## src/rtl/tpc_pkg.sv

```systemverilog
// Shared types and constants for the touch three point calibration unit.
// No dependencies.
`default_nettype none

package tpc_pkg;

    localparam int COORD_W = 12;                  // raw reading and pixel width
    localparam int QUOT_W  = 11;                  // half of a 12-bit screen size
    localparam int NUM_W   = COORD_W + QUOT_W;    // scaled numerator
    localparam int CFG_IDX_W = 3;

    typedef enum logic [CFG_IDX_W-1:0] {
        CFG_X_ORIGIN   = 3'd0,
        CFG_Y_ORIGIN   = 3'd1,
        CFG_X_MIDDLE   = 3'd2,
        CFG_Y_MIDDLE   = 3'd3,
        CFG_X_FAR      = 3'd4,
        CFG_Y_FAR      = 3'd5,
        CFG_RAW_BYPASS = 3'd6
    } cfg_idx_t;

    typedef struct packed {
        logic [COORD_W-1:0] raw_x;
        logic [COORD_W-1:0] raw_y;
        logic               touch_valid;
    } sample_t;

    typedef struct packed {
        logic [COORD_W-1:0] pos_x;
        logic [COORD_W-1:0] pos_y;
    } pos_t;

    // Per-axis side info that travels alongside the divider.
    typedef struct packed {
        logic [COORD_W-1:0] raw;
        logic               hi;     // reading above middle point
        logic               sat;    // clamps to 0 (low) or full size (high)
        logic               zero;   // empty lower segment
        logic [COORD_W-1:0] den;
    } axis_ctl_t;

endpackage

`default_nettype wire

```

## src/rtl/touch_three_point_calibration_unit.sv

```systemverilog
// Touch calibration top level: maps raw converter pairs to screen pixels.
// Depends on tpc_pkg.
//
//   port group          dir  protocol
//   start/busy/sample   in   transaction taken when start && !busy
//   done/pos            out  one-cycle strobe, no back pressure
//   cfg_we/idx/data     in   register write on any edge with cfg_we
//
// One transaction per clock. From accept to done each transaction passes a
// compare/select stage, a constant-multiply stage, one restoring divide
// stage per quotient bit, and the output register. busy is never raised.
// Reset clears the valid bits and loads the default calibration points.
`default_nettype none

module touch_three_point_calibration_unit #(
    parameter int SCREEN_WIDTH  = 800,
    parameter int SCREEN_HEIGHT = 480
) (
    input  wire logic                         clk,
    input  wire logic                         rst_n,
    input  wire logic                         start,
    output logic                              busy,
    input  wire tpc_pkg::sample_t             sample,
    output logic                              done,
    output tpc_pkg::pos_t                     pos,
    input  wire logic                         cfg_we,
    input  wire logic [tpc_pkg::CFG_IDX_W-1:0] cfg_idx,
    input  wire logic [tpc_pkg::COORD_W-1:0]  cfg_data
);
    import tpc_pkg::*;

    localparam int LATENCY = QUOT_W + 3;
    localparam logic [QUOT_W-1:0] HALF_X = QUOT_W'(SCREEN_WIDTH / 2);
    localparam logic [QUOT_W-1:0] HALF_Y = QUOT_W'(SCREEN_HEIGHT / 2);

    // calibration registers, index 0 = X, 1 = Y
    logic [COORD_W-1:0] origin_reg [2];
    logic [COORD_W-1:0] middle_reg [2];
    logic [COORD_W-1:0] far_reg    [2];
    logic               bypass_reg;

    // shared control pipeline
    logic a_valid_reg, a_tv_reg, a_byp_reg;
    logic v_reg   [QUOT_W+1];
    logic tv_reg  [QUOT_W+1];
    logic byp_reg [QUOT_W+1];
    logic done_reg;

    logic [COORD_W-1:0] pos_reg    [2];
    logic [QUOT_W-1:0]  last_quot  [2];
    logic               last_plain [2];
    logic               accept;

    assign accept = start && !busy;
    assign busy   = 1'b0;

    always_ff @(posedge clk or negedge rst_n)
    begin
        if (!rst_n)
        begin
            origin_reg[0] <= '0;
            origin_reg[1] <= '0;
            middle_reg[0] <= COORD_W'(2048);
            middle_reg[1] <= COORD_W'(2048);
            far_reg[0]    <= '1;
            far_reg[1]    <= '1;
            bypass_reg    <= 1'b0;
        end
        else if (cfg_we)
        begin
            case (cfg_idx)
                CFG_X_ORIGIN:   origin_reg[0] <= cfg_data;
                CFG_Y_ORIGIN:   origin_reg[1] <= cfg_data;
                CFG_X_MIDDLE:   middle_reg[0] <= cfg_data;
                CFG_Y_MIDDLE:   middle_reg[1] <= cfg_data;
                CFG_X_FAR:      far_reg[0]    <= cfg_data;
                CFG_Y_FAR:      far_reg[1]    <= cfg_data;
                CFG_RAW_BYPASS: bypass_reg    <= cfg_data[0];
                default:        ;
            endcase
        end
    end

    always_ff @(posedge clk or negedge rst_n)
    begin
        if (!rst_n)
        begin
            a_valid_reg <= 1'b0;
            for (int s = 0; s <= QUOT_W; s++)
            begin
                v_reg[s] <= 1'b0;
            end
            done_reg <= 1'b0;
        end
        else
        begin
            a_valid_reg <= accept;
            v_reg[0]    <= a_valid_reg;
            for (int s = 0; s < QUOT_W; s++)
            begin
                v_reg[s+1] <= v_reg[s];
            end
            done_reg <= v_reg[QUOT_W];
        end
    end

    always_ff @(posedge clk)
    begin
        a_tv_reg   <= sample.touch_valid;
        a_byp_reg  <= bypass_reg;
        tv_reg[0]  <= a_tv_reg;
        byp_reg[0] <= a_byp_reg;
        for (int s = 0; s < QUOT_W; s++)
        begin
            tv_reg[s+1]  <= tv_reg[s];
            byp_reg[s+1] <= byp_reg[s];
        end
    end

    for (genvar a = 0; a < 2; a++)
    begin : g_axis
        localparam int SIZE = (a == 0) ? SCREEN_WIDTH : SCREEN_HEIGHT;
        localparam logic [COORD_W-1:0] SIZE_C = COORD_W'(SIZE);
        localparam logic [QUOT_W-1:0]  HALF_C = QUOT_W'(SIZE / 2);

        logic [COORD_W-1:0] r;
        logic [COORD_W-1:0] diff_next;
        axis_ctl_t          ctl_next;
        axis_ctl_t          ctl_a_reg;
        logic [COORD_W-1:0] diff_a_reg;

        axis_ctl_t          ctl_reg  [QUOT_W+1];
        logic [NUM_W-1:0]   rem_reg  [QUOT_W];
        logic [QUOT_W-1:0]  quot_reg [QUOT_W+1];
        logic [NUM_W-1:0]   trial    [QUOT_W];
        logic               ge       [QUOT_W];
        logic [NUM_W-1:0]   rem_next [QUOT_W-1];
        logic [QUOT_W-1:0]  quot_next [QUOT_W];
        logic [COORD_W-1:0] res_next;

        if (a == 0)
        begin : g_rx
            assign r = sample.raw_x;
        end
        else
        begin : g_ry
            assign r = sample.raw_y;
        end

        // segment select on entry
        always_comb
        begin
            ctl_next.raw = r;
            ctl_next.hi  = r > middle_reg[a];
            if (ctl_next.hi)
            begin
                ctl_next.sat = r > far_reg[a];
                ctl_next.den = far_reg[a] - middle_reg[a];
                diff_next    = r - middle_reg[a];
            end
            else
            begin
                ctl_next.sat = r < origin_reg[a];
                ctl_next.den = middle_reg[a] - origin_reg[a];
                diff_next    = r - origin_reg[a];
            end
            ctl_next.zero = !ctl_next.hi && (ctl_next.den == '0);
        end

        // restoring divide, one quotient bit per stage
        always_comb
        begin
            for (int s = 0; s < QUOT_W; s++)
            begin
                trial[s] = NUM_W'(ctl_reg[s].den) << (QUOT_W - 1 - s);
                ge[s]    = rem_reg[s] >= trial[s];
                quot_next[s] = quot_reg[s]
                             | (ge[s] ? (QUOT_W'(1) << (QUOT_W - 1 - s)) : '0);
            end
            for (int s = 0; s < QUOT_W - 1; s++)
            begin
                rem_next[s] = ge[s] ? rem_reg[s] - trial[s] : rem_reg[s];
            end
        end

        always_ff @(posedge clk)
        begin
            ctl_a_reg   <= ctl_next;
            diff_a_reg  <= diff_next;
            ctl_reg[0]  <= ctl_a_reg;
            rem_reg[0]  <= NUM_W'(diff_a_reg) * NUM_W'(HALF_C);
            quot_reg[0] <= '0;
            for (int s = 0; s < QUOT_W; s++)
            begin
                ctl_reg[s+1]  <= ctl_reg[s];
                quot_reg[s+1] <= quot_next[s];
            end
            for (int s = 0; s < QUOT_W - 1; s++)
            begin
                rem_reg[s+1] <= rem_next[s];
            end
        end

        always_comb
        begin
            if (!tv_reg[QUOT_W])
                res_next = '0;
            else if (byp_reg[QUOT_W])
                res_next = ctl_reg[QUOT_W].raw;
            else if (ctl_reg[QUOT_W].sat)
                res_next = ctl_reg[QUOT_W].hi ? SIZE_C : '0;
            else if (ctl_reg[QUOT_W].zero)
                res_next = '0;
            else
                res_next = (ctl_reg[QUOT_W].hi ? COORD_W'(HALF_C) : '0)
                         + COORD_W'(quot_reg[QUOT_W]);
        end

        always_ff @(posedge clk)
        begin
            pos_reg[a] <= res_next;
        end

        assign last_quot[a]  = quot_reg[QUOT_W];
        assign last_plain[a] = !ctl_reg[QUOT_W].sat && !ctl_reg[QUOT_W].zero;
    end

    assign done      = done_reg;
    assign pos.pos_x = pos_reg[0];
    assign pos.pos_y = pos_reg[1];

    // every accepted transaction comes out after the fixed latency
    a_latency: assert property (@(posedge clk) disable iff (!rst_n)
        accept |-> ##LATENCY done)
        else $error("transaction did not complete at fixed latency");

    // scaled segment offset never exceeds half the screen
    a_quot_x: assert property (@(posedge clk) disable iff (!rst_n)
        v_reg[QUOT_W] && last_plain[0] |-> last_quot[0] <= HALF_X)
        else $error("X quotient out of range");

    a_quot_y: assert property (@(posedge clk) disable iff (!rst_n)
        v_reg[QUOT_W] && last_plain[1] |-> last_quot[1] <= HALF_Y)
        else $error("Y quotient out of range");

    // an invalid sample yields zero on both axes
    a_invalid: assert property (@(posedge clk) disable iff (!rst_n)
        v_reg[QUOT_W] && !tv_reg[QUOT_W] |=> done && pos == '0)
        else $error("invalid sample gave nonzero position");

endmodule

`default_nettype wire
```

## config.mk

```make
export PLATFORM = sky130hd
export DESIGN_NAME = touch_three_point_calibration_unit
export DESIGN_NICKNAME = d
export VERILOG_FILES = /design/src/rtl/tpc_pkg.sv /design/src/rtl/touch_three_point_calibration_unit.sv
export SDC_FILE = /design/constraint.sdc
export NUM_CORES = 2
export LEC_CHECK = 0
export ABC_AREA = 0
export BUFFER_PORTS_ARGS = -buffer_cell sky130_fd_sc_hd__buf_4
export CAP_MARGIN = 20
export CORE_ASPECT_RATIO = 2
export CORE_MARGIN = 2
export CORE_UTILIZATION = 38
export CTS_BUF_LIST = sky130_fd_sc_hd__clkbuf_4 sky130_fd_sc_hd__clkbuf_8
export CTS_CLUSTER_SIZE = 12
export DETAILED_ROUTE_END_ITERATION = 7
export REMOVE_ABC_BUFFERS = 1
export SLEW_MARGIN = 30
export SYNTH_ARGS = -nofsm -noshare
export SYNTH_HDL_FRONTEND = slang
export SYNTH_SLANG_ARGS = --single-unit
```

## constraint.sdc

```tcl
create_clock -name clk -period 4.6 [get_ports clk]
set_clock_uncertainty 0.05 [all_clocks]
set_input_delay 0.69 -clock clk [delete_from_list [all_inputs] [get_ports clk]]
set_output_delay 0.69 -clock clk [all_outputs]
set_load 0.005 [all_outputs]
```

==> out/summary.txt <==
Die area -> 145000 sq um
Register area share after synthesis -> 0.526
Core Region -> 141000 sq um
Routed vias/inst -> 4.79
Post-synth EDFFs -> 0
R2R Path End -> g_axis[1].rem_reg[0][18]
Worst skew pair latency -> 0.88 ns
# rows -> 195
Post-DRT Antenna Nets -> 0
Async S/R FF share, synth -> 0.0623
Critical Path AT -> 4.29 ns
CTS max path bufs -> 3
RD Place Congestion -> 0.905
Reported max-cap violation count -> 0
Mapped Avg Cell Area -> 10.5 sq um
GRT overflow -> 0
Die W -> 271 microns
Gr usage total -> 0.156
Hold Crit Depth -> 3
Num Clock Sinks -> 1396
Mapped cell area -> 54000 sq um
CP Cell Sequence -> inv_1 > fa_1 > fa_1 > inv_1 > ha_1 > nor2b_1 > o21a_1 > o21ai_0 > nand2b_1 > a31o_2 > a41o_1 > o41ai_1 > xnor2_1
Register bit count reported by yosys -> 1396
Fin crit share -> 0.773
Total iterations of the first detailed-routing run -> 5
Post-Synth XOR/XNOR Area -> 0.0556
Vias in the first global route -> 37.6k
Main synth FF type -> dfxtp_1
Post-Synth Adder-Cell Area -> 0.123
Global-route wire length before repair -> 182 mm
Largest net degree at the start of global routing -> 47
CTS H-tree depth -> 4
Tmin final -> 3.56 ns
Hold Vio Cnt, Final -> 0
Worst Hold Launch -> cfg_idx[0]
TritonCTS clock tree -> done
Post-Syn Instances -> 5156
Worst slew pin tran -> 0.895 ns
Top delay family on crit path -> adder cells
Fin. max-slew vios -> 0
Vias post-DR -> 35.5k
Hold Path End -> middle_reg[15]
Clk slew on worst S/H paths -> 0.07 ns
R2R setup slack -> 1.04 ns
Postcts setup bufs -> 0
Initial antenna violation count -> 1
NumNets Final -> 5948
Mux cell area share after synthesis -> 0.0267
Die height -> 537 microns
TritonCTS buffer count -> 184
Fin util -> 0.434
Fmax -> 281 MHz
Final WL -> 113 mm
Worst Path Buf+Inv -> 2
Simple-gate share of the synthesized area -> 0.114
Slowest cell on crit path -> fa_1
CP Class -> flop to flop
Avg WL per Cell -> 15.2 microns
Area growth from synthesis to layout -> 13.3%
Startpoint types -> flop
Yosys cell types -> 95
Synth Area in Compound Gates -> 0.113
DRC errors left -> 0
CP max stage delay -> 0.49 ns
PortBufs -> 68
Synth warnings -> 0
Crit. End Element -> flop
I/O Pins -> 70
Iter 0 DRT Violations -> 1126
Max reg flops -> 624
Worst r2r src -> g_axis[1].diff_a_reg[2]
Post-DP HPWL -> 88.6 mm
Sum Neg Setup Slack -> 0 ns
RSZ-0062 raised after global routing -> false
Slew HR -> 0.402
CP required -> 5.33 ns
Clock root cell -> clkbuf_8
Final setup vio count -> 0
Starting Density -> 0.383
Share of cells above drive strength 1 -> 0.112
Crit-path max FO -> 4
Run status -> completed
Worst reg2reg path depth -> 13
Main combinational cell family by area after synthesis -> adder cells
Hold crit path type -> input pin to flop
kinds of logic (layout without fill, tap and decap cells):
kind of cell | Yosys count | in the layout
adder cells (fa/ha/maj) | 499 | 499
other | 1 | 2
XOR/XNOR | 343 | 343
buffers and inverters | 569 | 954
AND/OR/NAND/NOR | 1243 | 1243
multiplexers | 131 | 131
AO/OA/AOI/OAI | 974 | 974
flip-flops | 1396 | 1396
per-stage QoR:
stage / std cells / area (sq um) / worst slack, ns / hold WS, ns
after global placement: 7050 / 56800 / 0.854 / 0.260
after detailed placement: 7050 / 56800 / 0.761 / 0.262
after floorplan: 5086 / 53700 / 1.04 / 0.260
after global routing: 7413 / 61200 / 0.863 / 0.115
after CTS: 7411 / 61200 / 1.01 / 0.0787
final: 7413 / 61200 / 1.04 / 0.195
repair_timing:
item,in CTS,in global routing
resized for setup,0,0
hold buffers,39,0
endpoints found under the hold margin,99,0
cell type report:
| cell class | count | area, sq um |
|---|---|---|
| Inverter | 499 | 1870 |
| Antenna cell | 1 | 2.50 |
| Fill cell | 13500 | 79800 |
| Timing Repair Buffer | 133 | 1100 |
| Clock buffer | 276 | 3490 |
| Multi-Input combinational cell | 3191 | 23500 |
| Tap cell | 1871 | 2340 |
| Sequential cell | 1396 | 28400 |
| Clock inverter | 46 | 513 |
synth_stat cells, types with 40 or more instances:
cell | number | area (sq um)
nand4_1 | 40 | 250
nor2_1 | 337 | 1260
nor2b_1 | 70 | 438
nand2_1 | 295 | 1110
o21ai_0 | 253 | 1270
clkbuf_1 | 40 | 150
a21oi_1 | 311 | 1560
xor2_1 | 153 | 1340
nand3_1 | 75 | 375
a21o_1 | 72 | 541
dfrtp_1 | 61 | 1530
nor4_1 | 53 | 332
nand2b_1 | 67 | 419
or3_1 | 46 | 288
ha_1 | 442 | 5530
fa_1 | 57 | 1140
xnor2_1 | 190 | 1660
o21a_1 | 62 | 465
mux2_2 | 104 | 1170
nor3_1 | 108 | 541
dfxtp_1 | 1309 | 26200
inv_1 | 498 | 1870
cell usage in the layout, fill, tap and decap left out, drive strengths merged, types with 62 or more instances in the layout:
cell type / instances
o21a: 62
nor2: 340
clkbuf: 276
dfxtp: 1309
nand3: 76
ha: 442
mux2: 104
buf: 94
o21ai: 260
a21oi: 311
nand2: 295
nand2b: 67
nor3: 111
xor2: 153
nor2b: 70
xnor2: 190
inv: 507
a21o: 72
layer usage:
layer / global-route usage / up-vias / wire length (microns)
li1: - / 18100 / -
met1: 0.125 / 16500 / 36300
met4: 0.125 / 0 / 9180
met5: 0 / - / 0
met2: 0.326 / 587 / 64200
met3: 0.0227 / 344 / 2920
worst max-delay path by stage:
stage / slack [ns] / start / cells past startpoint / end
floorplan: 1.04 / sample[1] / 11 / g_axis[1].ctl_a_reg[12]
global placement: 0.85 / sample[1] / 12 / g_axis[1].ctl_a_reg[13]
detailed placement: 0.76 / sample[1] / 12 / g_axis[1].ctl_a_reg[13]
CTS: 1.01 / g_axis[1].diff_a_reg[3] / 13 / g_axis[1].rem_reg[0][18]
global route: 0.86 / g_axis[1].diff_a_reg[2] / 13 / g_axis[1].rem_reg[0][18]
finish: 1.04 / g_axis[1].diff_a_reg[2] / 13 / g_axis[1].rem_reg[0][18]
tightest hold or removal path: stages:
cell and delay (ns):
buf_4 0.14, nor3b_4 0.08, o21ai_0 0.13
Power is not shown: default switching activity piles up to over one toggle a cycle in this logic, so the estimate is an artifact.
